===== config.mk =====
export PLATFORM = sky130hd
export DESIGN_NAME = audio_loop_recorder_punch_in
export DESIGN_NICKNAME = d
export VERILOG_FILES = /design/src/rtl/alrpi_pkg.sv /design/src/rtl/alrpi_ram.sv /design/src/rtl/alrpi_mod.sv /design/src/rtl/alrpi_front.sv /design/src/rtl/alrpi_back.sv /design/src/rtl/audio_loop_recorder_punch_in.sv
export VERILOG_INCLUDE_DIRS = /design/src /design/src/rtl
export SDC_FILE = /design/constraint.sdc
export NUM_CORES = 1
export LEC_CHECK = 0
export BUFFER_PORTS_ARGS = -buffer_cell sky130_fd_sc_hd__buf_2
export CAP_MARGIN = 20
export CORE_MARGIN = 2
export CORE_UTILIZATION = 45
export DETAILED_ROUTE_END_ITERATION = 10
export GPL_ROUTABILITY_DRIVEN = 0
export HOLD_SLACK_MARGIN = 0.02
export PLACE_DENSITY = 0.62
export SYNTH_ARGS = -nofsm -noshare
export SYNTH_HDL_FRONTEND = slang
export SYNTH_HIERARCHICAL = 1
export SYNTH_SLANG_ARGS = --single-unit

===== constraint.sdc =====
create_clock -name clock -period 6.2 [get_ports clock]
set_input_delay 1.55 -clock clock [delete_from_list [all_inputs] [get_ports clock]]
set_output_delay 1.55 -clock clock [all_outputs]
set_load 0.01 [all_outputs]

===== src/rtl/audio_loop_recorder_punch_in_assert.svh =====
// ----------------------------------------------------------------------------
// Loop recorder assertion macros
// Concurrent assertion helpers; they expand to nothing when SYNTH is defined.
// ----------------------------------------------------------------------------
`ifndef AUDIO_LOOP_RECORDER_PUNCH_IN_ASSERT_SVH
`define AUDIO_LOOP_RECORDER_PUNCH_IN_ASSERT_SVH
`ifndef SYNTH
`define ALRPI_ASSERT_IMPL(label, clk, rst, ante, cons) \
   label: assert property (@(posedge clk) disable iff (rst) (ante) |-> (cons)) \
      else $error("alrpi: same-cycle check failed");
`define ALRPI_ASSERT_NEXT(label, clk, rst, ante, cons) \
   label: assert property (@(posedge clk) disable iff (rst) (ante) |=> (cons)) \
      else $error("alrpi: next-cycle check failed");
`else
`define ALRPI_ASSERT_IMPL(label, clk, rst, ante, cons)
`define ALRPI_ASSERT_NEXT(label, clk, rst, ante, cons)
`endif
`endif


===== src/rtl/alrpi_pkg.sv =====
// ----------------------------------------------------------------------------
// Loop recorder package
// Shared widths, operation and register codes, and request/response types.
// ----------------------------------------------------------------------------
package alrpi_pkg;

   localparam int CAPACITY_DEFAULT = 524288;
   localparam int CHANNELS         = 4;
   localparam int FRAME_W          = 20;
   localparam int POS_W            = 32;
   localparam int SAMPLE_W         = 16;
   localparam int WORD_W           = 32;
   localparam int CSR_W            = 20;
   localparam int CSR_INDEX_W      = 2;
   localparam int SEL_W            = 2;
   localparam int MOD_STEPS        = POS_W;

   localparam logic [2:0] OP_WRITE_FRAME  = 3'd0;
   localparam logic [2:0] OP_START        = 3'd1;
   localparam logic [2:0] OP_STOP         = 3'd2;
   localparam logic [2:0] OP_ERASE        = 3'd3;
   localparam logic [2:0] OP_SET_POSITION = 3'd4;

   localparam logic [CSR_INDEX_W-1:0] CSR_MAX_FRAMES   = 2'd0;
   localparam logic [CSR_INDEX_W-1:0] CSR_LEFT_SELECT  = 2'd1;
   localparam logic [CSR_INDEX_W-1:0] CSR_RIGHT_SELECT = 2'd2;

   localparam logic [FRAME_W-1:0] MAX_FRAMES_RESET   = 20'd524288;
   localparam logic [SEL_W-1:0]   LEFT_SELECT_RESET  = 2'd0;
   localparam logic [SEL_W-1:0]   RIGHT_SELECT_RESET = 2'd1;

   typedef enum logic [2:0] {
      CMD_FRAME,
      CMD_START,
      CMD_STOP,
      CMD_ERASE,
      CMD_SET_POSITION,
      CMD_NONE
   } cmd_kind_type;

   typedef struct packed {
      logic [2:0]                 operation;
      logic [POS_W-1:0]           position;
      logic signed [SAMPLE_W-1:0] sample_ch0;
      logic signed [SAMPLE_W-1:0] sample_ch1;
      logic signed [SAMPLE_W-1:0] sample_ch2;
      logic signed [SAMPLE_W-1:0] sample_ch3;
   } req_type;

   typedef struct packed {
      logic               accepted;
      logic               is_recording;
      logic               loop_defined;
      logic [FRAME_W-1:0] current_length;
      logic [FRAME_W-1:0] position_now;
      logic               limit_hit;
   } rsp_type;

   typedef struct packed {
      cmd_kind_type      kind;
      logic [POS_W-1:0]  position;
      logic [WORD_W-1:0] word;
   } cmd_type;

   typedef struct packed {
      logic [FRAME_W-1:0] max_frames;
      logic [SEL_W-1:0]   left_select;
      logic [SEL_W-1:0]   right_select;
   } csr_type;

endpackage


===== src/rtl/alrpi_ram.sv =====
// ----------------------------------------------------------------------------
// Generic single-port-write RAM
// One write port and one read port with registered read data.
// ----------------------------------------------------------------------------
module alrpi_ram #(
   parameter int WIDTH = 32,
   parameter int DEPTH = 16
) (
   input  logic                     clock,
   input  logic                     wr_en,
   input  logic [$clog2(DEPTH)-1:0] wr_addr,
   input  logic [WIDTH-1:0]         wr_data,
   input  logic [$clog2(DEPTH)-1:0] rd_addr,
   output logic [WIDTH-1:0]         rd_data
);

   logic [WIDTH-1:0] mem_ff [DEPTH];
   logic [WIDTH-1:0] rd_data_ff;

   always_ff @(posedge clock) begin
      if (wr_en) begin
         mem_ff[wr_addr] <= wr_data;
      end
      rd_data_ff <= mem_ff[rd_addr];
   end

   assign rd_data = rd_data_ff;

endmodule


===== src/rtl/alrpi_mod.sv =====
// ----------------------------------------------------------------------------
// Loop recorder modulo unit
// Restoring remainder of a position by the loop length, one bit per cycle.
// ----------------------------------------------------------------------------
module alrpi_mod import alrpi_pkg::*; (
   input  logic               clock,
   input  logic               reset,
   input  logic               start,
   input  logic [POS_W-1:0]   dividend,
   input  logic [FRAME_W-1:0] divisor,
   output logic               done,
   output logic [FRAME_W-1:0] remainder
);

   localparam int CNT_W = $clog2(MOD_STEPS + 1);

   logic [POS_W-1:0]   dvd_ff, dvd_in;
   logic [FRAME_W-1:0] dsr_ff, dsr_in;
   logic [FRAME_W-1:0] rem_ff, rem_in;
   logic [CNT_W-1:0]   cnt_ff, cnt_in;
   logic               busy_ff, busy_in;
   logic               done_ff, done_in;
   logic [FRAME_W:0]   trial;

   always_comb begin
      trial   = {rem_ff, dvd_ff[POS_W-1]};
      dvd_in  = dvd_ff;
      dsr_in  = dsr_ff;
      rem_in  = rem_ff;
      cnt_in  = cnt_ff;
      busy_in = busy_ff;
      done_in = 1'b0;
      if (start) begin
         dvd_in  = dividend;
         dsr_in  = divisor;
         rem_in  = '0;
         cnt_in  = CNT_W'(MOD_STEPS);
         busy_in = 1'b1;
      end else if (busy_ff) begin
         dvd_in = {dvd_ff[POS_W-2:0], 1'b0};
         if (trial >= {1'b0, dsr_ff}) begin
            rem_in = FRAME_W'(trial - {1'b0, dsr_ff});
         end else begin
            rem_in = trial[FRAME_W-1:0];
         end
         cnt_in = cnt_ff - CNT_W'(1);
         if (cnt_ff == CNT_W'(1)) begin
            busy_in = 1'b0;
            done_in = 1'b1;
         end
      end
   end

   always_ff @(posedge clock) begin
      if (reset) begin
         busy_ff <= 1'b0;
         done_ff <= 1'b0;
         cnt_ff  <= '0;
      end else begin
         busy_ff <= busy_in;
         done_ff <= done_in;
         cnt_ff  <= cnt_in;
      end
      dvd_ff <= dvd_in;
      dsr_ff <= dsr_in;
      rem_ff <= rem_in;
   end

   assign done      = done_ff;
   assign remainder = rem_ff;

endmodule


===== src/rtl/alrpi_front.sv =====
// ----------------------------------------------------------------------------
// Loop recorder front end
// Accepts requests, decodes the operation, selects the stereo pair and
// queues the decoded command for the back end.
// ----------------------------------------------------------------------------
module alrpi_front import alrpi_pkg::*; (
   input  logic    clock,
   input  logic    reset,
   input  logic    req_push,
   output logic    req_full,
   input  req_type req_data,
   input  csr_type csr,
   output logic    cmd_valid,
   output cmd_type cmd_data,
   input  logic    cmd_pop
);

   cmd_type    slot_ff [2];
   cmd_type    slot_in;
   logic       wr_ptr_ff, wr_ptr_in;
   logic       rd_ptr_ff, rd_ptr_in;
   logic [1:0] count_ff, count_in;
   logic       push;
   logic       pop;

   function automatic logic [SAMPLE_W-1:0] pick_sample(req_type r, logic [SEL_W-1:0] sel);
      logic [SAMPLE_W-1:0] s;
      unique case (sel)
         2'd0: s = r.sample_ch0;
         2'd1: s = r.sample_ch1;
         2'd2: s = r.sample_ch2;
         2'd3: s = r.sample_ch3;
      endcase
      if (32'(sel) >= CHANNELS) begin
         s = '0;
      end
      return s;
   endfunction

   always_comb begin
      unique case (req_data.operation)
         OP_WRITE_FRAME:  slot_in.kind = CMD_FRAME;
         OP_START:        slot_in.kind = CMD_START;
         OP_STOP:         slot_in.kind = CMD_STOP;
         OP_ERASE:        slot_in.kind = CMD_ERASE;
         OP_SET_POSITION: slot_in.kind = CMD_SET_POSITION;
         default:         slot_in.kind = CMD_NONE;
      endcase
      slot_in.position = req_data.position;
      slot_in.word     = {pick_sample(req_data, csr.right_select),
                          pick_sample(req_data, csr.left_select)};
   end

   assign req_full  = (count_ff == 2'd2);
   assign push      = req_push && !req_full;
   assign cmd_valid = (count_ff != 2'd0);
   assign pop       = cmd_pop && cmd_valid;
   assign cmd_data  = slot_ff[rd_ptr_ff];

   always_comb begin
      wr_ptr_in = wr_ptr_ff ^ push;
      rd_ptr_in = rd_ptr_ff ^ pop;
      count_in  = count_ff + 2'(push) - 2'(pop);
   end

   always_ff @(posedge clock) begin
      if (reset) begin
         wr_ptr_ff <= 1'b0;
         rd_ptr_ff <= 1'b0;
         count_ff  <= 2'd0;
      end else begin
         wr_ptr_ff <= wr_ptr_in;
         rd_ptr_ff <= rd_ptr_in;
         count_ff  <= count_in;
      end
      if (push) begin
         slot_ff[wr_ptr_ff] <= slot_in;
      end
   end

endmodule


===== src/rtl/alrpi_back.sv =====
// ----------------------------------------------------------------------------
// Loop recorder back end
// Executes decoded commands against the recorder state, writes frames to the
// store and queues one response per request.
// ----------------------------------------------------------------------------
`include "audio_loop_recorder_punch_in_assert.svh"

module alrpi_back import alrpi_pkg::*; #(
   parameter int CAPACITY = CAPACITY_DEFAULT
) (
   input  logic    clock,
   input  logic    reset,
   input  csr_type csr,
   input  logic    cmd_valid,
   input  cmd_type cmd_data,
   output logic    cmd_pop,
   output logic    rsp_empty,
   input  logic    rsp_pop,
   output rsp_type rsp_data
);

   localparam int              AW        = $clog2(CAPACITY);
   localparam logic [POS_W-1:0] CAP_LIMIT = POS_W'(CAPACITY);

   typedef enum logic {ST_RUN, ST_DIVIDE} state_type;

   state_type          state_ff, state_in;
   logic [FRAME_W-1:0] wi_ff, wi_in;
   logic [FRAME_W-1:0] lf_ff, lf_in;
   logic               rec_ff, rec_in;
   logic               fixed_ff, fixed_in;
   logic               hit_ff, hit_in;
   rsp_type            rq_slot_ff [2];
   rsp_type            rq_slot_in;
   logic               rq_wr_ff, rq_rd_ff;
   logic [1:0]         rq_count_ff;
   logic               rq_push, rq_pop;
   logic               acc;
   logic               over;
   logic [FRAME_W-1:0] frame_pos, frame_inc, frame_next;
   logic               ram_we;
   logic [FRAME_W-1:0] ram_pos;
   logic               div_start, div_done;
   logic [FRAME_W-1:0] div_rem;

   always_comb begin
      over       = (wi_ff >= csr.max_frames) || ({12'd0, wi_ff} >= CAP_LIMIT);
      frame_pos  = (wi_ff >= lf_ff) ? wi_ff - lf_ff : wi_ff;
      frame_inc  = frame_pos + FRAME_W'(1);
      frame_next = (frame_inc == lf_ff) ? '0 : frame_inc;
   end

   always_comb begin
      state_in  = state_ff;
      wi_in     = wi_ff;
      lf_in     = lf_ff;
      rec_in    = rec_ff;
      fixed_in  = fixed_ff;
      hit_in    = hit_ff;
      acc       = 1'b0;
      cmd_pop   = 1'b0;
      div_start = 1'b0;
      rq_push   = 1'b0;
      ram_we    = 1'b0;
      ram_pos   = wi_ff;
      unique case (state_ff)
         ST_RUN: begin
            if (cmd_valid && rq_count_ff != 2'd2) begin
               cmd_pop = 1'b1;
               unique case (cmd_data.kind)
                  CMD_FRAME: begin
                     if (rec_ff) begin
                        if (fixed_ff) begin
                           if (lf_ff != '0) begin
                              ram_we  = 1'b1;
                              ram_pos = frame_pos;
                              wi_in   = frame_next;
                              acc     = 1'b1;
                           end
                        end else if (over) begin
                           hit_in = 1'b1;
                        end else begin
                           ram_we = 1'b1;
                           wi_in  = wi_ff + FRAME_W'(1);
                           acc    = 1'b1;
                        end
                     end
                  end
                  CMD_START: begin
                     if (!rec_ff) begin
                        if (!fixed_ff) begin
                           wi_in = '0;
                           lf_in = '0;
                        end
                        hit_in = 1'b0;
                        rec_in = 1'b1;
                        acc    = 1'b1;
                     end
                  end
                  CMD_STOP: begin
                     if (rec_ff) begin
                        rec_in = 1'b0;
                        if (!fixed_ff && wi_ff != '0) begin
                           lf_in    = wi_ff;
                           fixed_in = 1'b1;
                        end
                     end
                  end
                  CMD_ERASE: begin
                     rec_in   = 1'b0;
                     wi_in    = '0;
                     lf_in    = '0;
                     fixed_in = 1'b0;
                     hit_in   = 1'b0;
                  end
                  CMD_SET_POSITION: begin
                     if (fixed_ff && lf_ff != '0) begin
                        div_start = 1'b1;
                        state_in  = ST_DIVIDE;
                     end
                  end
                  CMD_NONE: begin
                  end
                  default: begin
                  end
               endcase
               rq_push = !div_start;
            end
         end
         ST_DIVIDE: begin
            if (div_done) begin
               wi_in    = div_rem;
               rq_push  = 1'b1;
               state_in = ST_RUN;
            end
         end
      endcase
   end

   always_comb begin
      rq_slot_in.accepted       = acc;
      rq_slot_in.is_recording   = rec_in;
      rq_slot_in.loop_defined   = fixed_in && (lf_in != '0);
      rq_slot_in.current_length = fixed_in ? lf_in : wi_in;
      rq_slot_in.position_now   = wi_in;
      rq_slot_in.limit_hit      = hit_in;
   end

   assign rsp_empty = (rq_count_ff == 2'd0);
   assign rq_pop    = rsp_pop && !rsp_empty;
   assign rsp_data  = rq_slot_ff[rq_rd_ff];

   always_ff @(posedge clock) begin
      if (reset) begin
         state_ff    <= ST_RUN;
         wi_ff       <= '0;
         lf_ff       <= '0;
         rec_ff      <= 1'b0;
         fixed_ff    <= 1'b0;
         hit_ff      <= 1'b0;
         rq_wr_ff    <= 1'b0;
         rq_rd_ff    <= 1'b0;
         rq_count_ff <= 2'd0;
      end else begin
         state_ff    <= state_in;
         wi_ff       <= wi_in;
         lf_ff       <= lf_in;
         rec_ff      <= rec_in;
         fixed_ff    <= fixed_in;
         hit_ff      <= hit_in;
         rq_wr_ff    <= rq_wr_ff ^ rq_push;
         rq_rd_ff    <= rq_rd_ff ^ rq_pop;
         rq_count_ff <= rq_count_ff + 2'(rq_push) - 2'(rq_pop);
         if (rq_push) begin
            rq_slot_ff[rq_wr_ff] <= rq_slot_in;
         end
      end
   end

   alrpi_mod u_mod (
      .clock     (clock),
      .reset     (reset),
      .start     (div_start),
      .dividend  (cmd_data.position),
      .divisor   (lf_ff),
      .done      (div_done),
      .remainder (div_rem)
   );

   alrpi_ram #(
      .WIDTH (WORD_W),
      .DEPTH (CAPACITY)
   ) u_store (
      .clock   (clock),
      .wr_en   (ram_we),
      .wr_addr (AW'(ram_pos)),
      .wr_data (cmd_data.word),
      .rd_addr ('0),
      .rd_data ()
   );

   `ALRPI_ASSERT_IMPL(a_index_in_loop, clock, reset, fixed_ff, wi_ff <= lf_ff)
   `ALRPI_ASSERT_IMPL(a_divide_needs_loop, clock, reset, div_start, fixed_ff && lf_ff != '0)
   `ALRPI_ASSERT_IMPL(a_rsp_room, clock, reset, rq_push, rq_count_ff != 2'd2)
   `ALRPI_ASSERT_NEXT(a_divide_holds_queue, clock, reset, div_start, !rq_push)

endmodule


===== src/rtl/audio_loop_recorder_punch_in.sv =====
// An accepted request is registered in the front-end command queue and its
// response in the back-end response queue. Throughput: one request per cycle
// for frames and commands while neither queue is full; a set position with a
// defined loop holds the back end until the bit-serial modulo unit is done.
// Reset is synchronous and clears all control state and the configuration
// registers; the frame store is not cleared and needs no clearing pass.
// ----------------------------------------------------------------------------
// Stereo loop recorder with punch-in
// Top level: configuration registers, front end, back end.
// ----------------------------------------------------------------------------
module audio_loop_recorder_punch_in import alrpi_pkg::*; #(
   parameter int CAPACITY = CAPACITY_DEFAULT
) (
   input  logic                   clock,
   input  logic                   reset,
   input  logic                   req_push,
   output logic                   req_full,
   input  req_type                req_data,
   output logic                   rsp_empty,
   input  logic                   rsp_pop,
   output rsp_type                rsp_data,
   input  logic                   csr_write,
   input  logic [CSR_INDEX_W-1:0] csr_index,
   input  logic [CSR_W-1:0]       csr_data
);

   csr_type csr_ff, csr_in;
   logic    cmd_valid;
   cmd_type cmd_data;
   logic    cmd_pop;

   always_comb begin
      csr_in = csr_ff;
      if (csr_write) begin
         unique case (csr_index)
            CSR_MAX_FRAMES:   csr_in.max_frames   = csr_data;
            CSR_LEFT_SELECT:  csr_in.left_select  = csr_data[SEL_W-1:0];
            CSR_RIGHT_SELECT: csr_in.right_select = csr_data[SEL_W-1:0];
            default: begin
            end
         endcase
      end
   end

   always_ff @(posedge clock) begin
      if (reset) begin
         csr_ff.max_frames   <= MAX_FRAMES_RESET;
         csr_ff.left_select  <= LEFT_SELECT_RESET;
         csr_ff.right_select <= RIGHT_SELECT_RESET;
      end else begin
         csr_ff <= csr_in;
      end
   end

   alrpi_front u_front (
      .clock     (clock),
      .reset     (reset),
      .req_push  (req_push),
      .req_full  (req_full),
      .req_data  (req_data),
      .csr       (csr_ff),
      .cmd_valid (cmd_valid),
      .cmd_data  (cmd_data),
      .cmd_pop   (cmd_pop)
   );

   alrpi_back #(
      .CAPACITY (CAPACITY)
   ) u_back (
      .clock     (clock),
      .reset     (reset),
      .csr       (csr_ff),
      .cmd_valid (cmd_valid),
      .cmd_data  (cmd_data),
      .cmd_pop   (cmd_pop),
      .rsp_empty (rsp_empty),
      .rsp_pop   (rsp_pop),
      .rsp_data  (rsp_data)
   );

endmodule

==> results of run 1 <==
[sequential cells by signal, indices dropped and copies added, names as in the netlist, 2 cells and up]
register,count
u_back/rq_slot_ff,88
u_front/slot_ff,70
u_back/u_mod/dvd_ff,32
csr_ff,20
u_back/lf_ff,20
u_back/u_mod/dsr_ff,20
u_back/u_mod/remainder,20
u_back/wi_ff,20
u_back/u_mod/cnt_ff,6
u_back/rq_count_ff,2
u_front/count_ff,2
[layer usage]
metal	routed length [microns]	GRT usage [%]	vias up
li1	-	-	6732
met1	22500	34.30	6805
met2	21020	35.11	608
met3	4666	5.322	111
met4	2175	10.41	0
met5	0	0	-
[cells in the final DEF (no fill, tap or decap), drive strengths merged, types with 22 or more instances in the layout]
cell type and count:
o21ai 51, buf 161, clkbuf 46, nand4 27
mux2 120, nand2b 67, nand2 118, a31oi 22
nor3 44, edfxtp 210, dfxtp 100, and3 25
xnor2 51, nor2 139, nor2b 22, a21oi 79
inv 87, mux2i 44, ha 70, nand3 43
[power by group through the flow]
stage | Sequential, mW | Combinational, mW | Clock [mW]
2_1_floorplan | 2.53 | 0.858 | 0
3_3_place_gp | 2.60 | 1.13 | 0
3_5_place_dp | 2.61 | 1.14 | 0
4_1_cts | 2.56 | 1.15 | 2.17
5_1_grt | 2.55 | 1.30 | 2.25
6_report | 2.53 | 1.18 | 2.12
[layout make-up]
cell class                      count  area, sq um  area share [%]
Timing Repair Buffer              161        960.9           4.651
Clock buffer                       46        942.2           4.560
Sequential cell                   310         8309           40.22
Inverter                           87        326.6           1.581
Clock inverter                     18        261.5           1.266
Tap cell                          525        656.9           3.179
Multi-Input combinational cell   1257         9204           44.55
[metrics by stage]
stage / instance area [sq um] / power, mW / worst slack (ps) / std cells
after detailed placement: 19440 / 3.746 / 798.5 / 2339
after floorplan: 18300 / 3.393 / 508.5 / 1763
after global placement: 19420 / 3.723 / 881.0 / 2338
after global routing: 20660 / 6.108 / 370.2 / 2404
after CTS: 20640 / 5.881 / 797.3 / 2403
final: 20660 / 5.840 / 661.1 / 2404
[worst max path at each step]
stage,to,from,slack [ps]
2_1_floorplan,u_back/rq_slot_ff[1][0],reset,510
3_3_place_gp,u_back/rq_slot_ff[0][20],u_back/lf_ff[5],880
3_5_place_dp,u_back/rq_slot_ff[1][28],u_back/lf_ff[5],800
4_1_cts,u_back/rq_slot_ff[0][28],u_back/lf_ff[5],800
5_1_grt,u_back/rq_slot_ff[0][28],u_back/lf_ff[1],370
6_report,u_back/rq_slot_ff[0][28],u_back/lf_ff[7],660
[critical path, stage by stage (launching register included)]
cell                        delay (ps)
sky130_fd_sc_hd__dfxtp_1           440
sky130_fd_sc_hd__inv_1             130
sky130_fd_sc_hd__ha_1              420
sky130_fd_sc_hd__a21oi_2           250
sky130_fd_sc_hd__o21ai_0           210
sky130_fd_sc_hd__a221o_1           480
sky130_fd_sc_hd__nor3_4            490
sky130_fd_sc_hd__buf_4             300
sky130_fd_sc_hd__a31oi_1           100
sky130_fd_sc_hd__a2111o_1          460
sky130_fd_sc_hd__a2111oi_2         420
sky130_fd_sc_hd__nand4_1           220
sky130_fd_sc_hd__or4_1             500
sky130_fd_sc_hd__buf_4             280
sky130_fd_sc_hd__a21oi_1           300
sky130_fd_sc_hd__o31ai_1           210
==> run_results.csv, run 1 <==
group,metric,value,unit
critical_path,cp-start-kind,"register",
pwr,power_dissipated_by_switching_net_loads,1.676,mW
global_route,antenna_found_initial,0,
sta,final-hold-violation-count,0,
clocking,cts_tree,"yes",
drt,drc_errors,0,
floorplanning,die-width,205.7,microns
pwr,power_frac_seq,43.3,%
critical_path,cp_data_required_time,6450,ps
synth,post_synth_inst_count,1763,
clocking,h-tree-depth,2,
synth,synth.net_count,1961,
synth,yosysWarningCount,6,
run,cap_violations,0,
critical_path,worst-r2r-setup-slack,660,ps
placed_design,dp.final_hpwl,36.67,mm
sta,tightest_slew,1121,ps
sta,fmax,180.5,MHz
min_path,worstHoldEndpoint,"csr_ff[7]",
clocking,cts_post_setup_buffers_inserted,0,
pwr,vdd_ir_drop_max,0.0002603,V
floorplanning,core_area,39910,sq um
sta,relSlewSlack,24.50,%
min_path,hold_path_class,"reg2reg",
clocking,clkLatencyLatePin,570,ps
drt,first_iter_violations,1348,
synth,mappedNetlistArea,18300,sq um
finish,layout.nets,2050,
drt,post_drt_via_cell_ratio,5.930,
floorplanning,die-height,205.7,microns
critical_path,cp_data_arrival_time,5790,ps
global_route,gr-usage-all-layers,24.10,%
critical_path,criticalPathCategory,"reg2reg",
pwr,internal-power,4.164,mW
global_route,grt_first_pass_wirelength,78.19,mm
finish,flow.area_growth_from_synthesis,12.88,%
floorplanning,start_util,45.86,%
drt,routed_wire_length_per_instance,20.95,microns
pwr,sw_ratio,28.69,%
clocking,cts_sinks,310,
sta,layout_min_cycle_time,5539,ps
sta,setup-tns-final,0,ps
sta,min_period_over_period,89.34,%
clocking,number_of_hold_buffers_added_after_cts,0,
critical_path,critical_path.reg2reg.endpoint,"u_back/rq_slot_ff[0][28]",
pwr,total_leakage_power,7.827,nW
sta,timing.final.setup_violations,0,
floorplanning,ios,172,
pwr,p_per_area,282.7,nW/um^2
global_route,grt_max_degree,47,
floorplanning,fp-row-count,73,
sta,unrepaired_setup_endpoints_after_global_routing,"no",
synth,synth.avg_cell_area,10.38,sq um
clocking,post_cts.resized_instances,0,
floorplanning,dieArea,42300,sq um
clocking,clock_tree.root_cell,"sky130_fd_sc_hd__clkbuf_16",
min_path,whs_path_depth,2,
clocking,tritoncts_buffers,35,
drt,vias,14260,
placed_design,portBuffers,107,
critical_path,timing.rr.start,"u_back/lf_ff[7]",
sta,fin_worst_skew,15.32,ps
clocking,ctsLongestPathBuffers,3,
critical_path,rr_worst_depth,15,
finish,drive_above_1_share,21.45,%
run_status,run_status,"complete, no violations",
global_route,grt.overflow.total,0,
drt,detail_route.wirelength,50.37,mm
min_path,worstHoldStart,"csr_ff[7]",
pwr,share_of_total_power_in_the_clock_network,36.4,%
pwr,combinationalPowerShare,20.3,%
drt,final_antenna_net_count,0,
sta,whs,474.7,ps
critical_path,critical_path.max_fanout,23,
finish,antenna_cells_inserted,0,
drt,dr.pass1.iters,6,
clocking,clk_pin_slew,60,ps
critical_path,timing.critical_path.to_type,"register",
global_route,grt_pass1_vias,13600,
finish,nFillCells,3599,
sta,final_max_slew_viol_count,0,
finish,finalCoreUtilization,51.76,%
Note: power is estimated with default switching activity, not from simulation.
==> run 2: changes to the inputs <==
- BUFFER_PORTS_ARGS: -buffer_cell sky130_fd_sc_hd__buf_2 -> -buffer_cell sky130_fd_sc_hd__buf_4
- CTS_BUF_LIST: not set -> sky130_fd_sc_hd__clkbuf_4
==> run 2 against run 1 <==
Wire length grew 0.78%. Clock power shrank 16%. Utilization grew 0.28 points. Power shrank 4.8%. Cell area grew 0.54%. Worst setup slack lost 200 ps. Final cell count grew 3.6%. Critical path depth is the same. Flip-flop and latch count is the same. Maximum frequency shrank 3.5%. Clock skew grew 67 ps.
==> run_results.csv, run 2 (synthesis gave the netlist of run 1 again) <==
group,metric,value,unit
critical_path,critical_path.most_common_cell,"sky130_fd_sc_hd__a21oi_2",
sta,fmax,174.1,MHz
clocking,number_of_hold_buffers_added_after_cts,0,
finish,most_frequent_standard_cell_in_the_layout_excluding_fill_and_tap_cells,"sky130_fd_sc_hd__edfxtp_1",
sta,relSlewSlack,30.48,%
global_route,top_usage_layer,"met2",
pwr,total_leakage_power,7.954,nW
sta,fin_worst_skew,82.48,ps
floorplanning,core_area,39910,sq um
pwr,power_frac_seq,45.4,%
critical_path,cp_num_buf_inv,2,
clocking,cts_sinks,310,
finish,largest_reg_flops,88,
finish,stdcell_area,20770,sq um
sta,tightest_slew,1040,ps
clocking,post_cts.resized_instances,0,
pwr,p_per_area,267.7,nW/um^2
run,cap_violations,0,
finish,drive_above_1_share,24.20,%
finish,mostFrequentLayoutCells,"210 x sky130_fd_sc_hd__edfxtp_1, 160 x sky130_fd_sc_hd__buf_4, 139 x sky130_fd_sc_hd__nor2_1",
floorplanning,die-height,205.7,microns
clocking,clock_tree.root_cell,"sky130_fd_sc_hd__clkbuf_4",
run_status,run_status,"complete, no violations",
global_route,grt.met3_usage,5.749,%
critical_path,timing.rr.start,"u_back/lf_ff[7]",
min_path,hold_path_class,"reg2reg",
finish,layout.nets,2096,
pwr,vdd_ir_drop_max,0.0001865,V
drt,drc_errors,0,
drt,final_antenna_net_count,0,
global_route,gr-usage-all-layers,24.26,%
drt,dr.pass1.iters,6,
finish,nFillCells,3624,
clocking,cts_post_setup_buffers_inserted,0,
pwr,internal-power,3.921,mW
critical_path,timing.critical_path.slowest_stage_cell,"sky130_fd_sc_hd__nor3_4",
critical_path,criticalPathCategory,"reg2reg",
critical_path,timing.critical_path.to_type,"register",
drt,detail_route.wirelength,50.76,mm
global_route,grt.overflow.total,0,
critical_path,critical_path.max_fanout,24,
finish,layout.cells.non_filler,2490,
placed_design,portBuffers,107,
clocking,ctsLongestPathBuffers,3,
drt,first_iter_violations,1415,
finish,flow.area_growth_from_synthesis,13.49,%
floorplanning,start_util,45.86,%
global_route,gr-usage-met2,35.39,%
critical_path,cp-start-kind,"register",
critical_path,worst_path_largest_cell_delay,660,ps
pwr,power_dissipated_by_switching_net_loads,1.641,mW
min_path,worstHoldStart,"csr_ff[15]",
sta,layout_min_cycle_time,5742,ps
drt,routed_wire_length_per_instance,20.39,microns
placed_design,post_dp_area,19700,sq um
sta,min_period_over_period,92.62,%
critical_path,worst_setup_path_startpoint,"u_back/lf_ff[7]",
drt,vias,14530,
global_route,grt_first_pass_wirelength,78.74,mm
sta,final_max_slew_viol_count,0,
sta,final-hold-violation-count,0,
placed_design,placedCellCount,2339,
floorplanning,fp-row-count,73,
clocking,tritoncts_buffers,81,
floorplanning,dieArea,42300,sq um
finish,largest_registers,"u_back/rq_slot_ff: 88 flops, u_front/slot_ff: 70 flops, u_back/u_mod/dvd_ff: 32 flops",
sta,unrepaired_setup_endpoints_after_global_routing,"no",
clocking,clk_pin_slew,60,ps
placed_design,dp.final_hpwl,36.83,mm
pwr,combinationalPowerShare,22.5,%
clocking,clkLatencyLatePin,790,ps
global_route,grt_max_degree,59,
pwr,share_of_total_power_in_the_clock_network,32.1,%
clocking,h-tree-depth,3,
sta,setup-tns-final,0,ps
critical_path,path_cells,"inv_1 > ha_1 > a21oi_2 > o21ai_0 > a221o_1 > nor3_4 > and4_1 > a31oi_1 > or3_1 > nor4_1 > o311ai_1 > or4_1 > buf_4 > a21oi_2 > mux2i_1",
global_route,use_met1,34.25,%
finish,registers.top_by_ff_count,"u_back/rq_slot_ff",
critical_path,path_delay_family,"simple AND/OR/NAND/NOR gates",
critical_path,cp_data_arrival_time,6160,ps
clocking,cts_tree,"yes",
critical_path,cp_data_required_time,6620,ps
drt,post_drt_via_cell_ratio,5.833,
pwr,sw_ratio,29.50,%
global_route,antenna_found_initial,3,
global_route,grt_pass1_vias,13910,
floorplanning,ios,172,
sta,timing.final.setup_violations,0,
floorplanning,die-width,205.7,microns
==> run 2: per-layer routing <==
layer	routed length [microns]	share of wire [%]
met5	13	0.026
met4	1821	3.6
met3	4807	9.5
met2	21430	42
met1	22690	45
==> run 2: power groups by stage <==
| stage | clock network, mW | logic, mW | registers, mW |
|---|---|---|---|
| floorplan | 0 | 0.858 | 2.53 |
| global placement | 0 | 1.23 | 2.56 |
| detailed placement | 0 | 1.25 | 2.57 |
| CTS | 1.85 | 1.25 | 2.53 |
| global route | 1.96 | 1.36 | 2.54 |
| finish | 1.78 | 1.25 | 2.52 |
==> run 2: worst reg2reg max path: cells and delay by family (launching register included) <==
kind                     cells  cell delay, ps
AND/OR/NAND/NOR              5            2370
AO/OA/AOI/OAI                6            1530
flip-flops                   1             480
buffers and inverters        2             420
adder cells (fa/ha/maj)      1             420
multiplexers                 1             180
==> run 2: cell type report <==
cell class,count,area (sq um),share of cell area (%)
sequential,310,8309,40.00
multi-input combinational,1257,9204,44.31
timing repair buffer,161,1216,5.854
clock inverter,29,162.7,0.7830
clock buffer,119,893.4,4.300
antenna,2,5.005,0.02409
tap,525,656.9,3.162
inverter,87,326.6,1.572
==> run 2: path summary, 6_finish.rpt <==
check / to / slack [ps] / depth (start not counted)
min: csr_ff[15] / 470 / 2
max reg2reg: u_back/rq_slot_ff[1][36] / 460 / 15
min reg2reg: csr_ff[15] / 470 / 2
max: u_back/rq_slot_ff[1][36] / 460 / 15
==> run 2: per-stage QoR <==
| stage | utilization (%) | worst slack, ps | hold WS, ps | total power [mW] |
|---|---|---|---|---|
| 2_1_floorplan | - | 508.5 | 448.1 | 3.393 |
| 3_3_place_gp | 49.35 | 759.5 | 462.7 | 3.796 |
| 3_5_place_dp | 49.35 | 708.8 | 462.9 | 3.816 |
| 4_1_cts | 52.00 | 612.2 | 479.5 | 5.627 |
| 5_1_grt | 52.05 | 228.5 | 492.2 | 5.866 |
| 6_report | 52.05 | 457.7 | 473.2 | 5.562 |
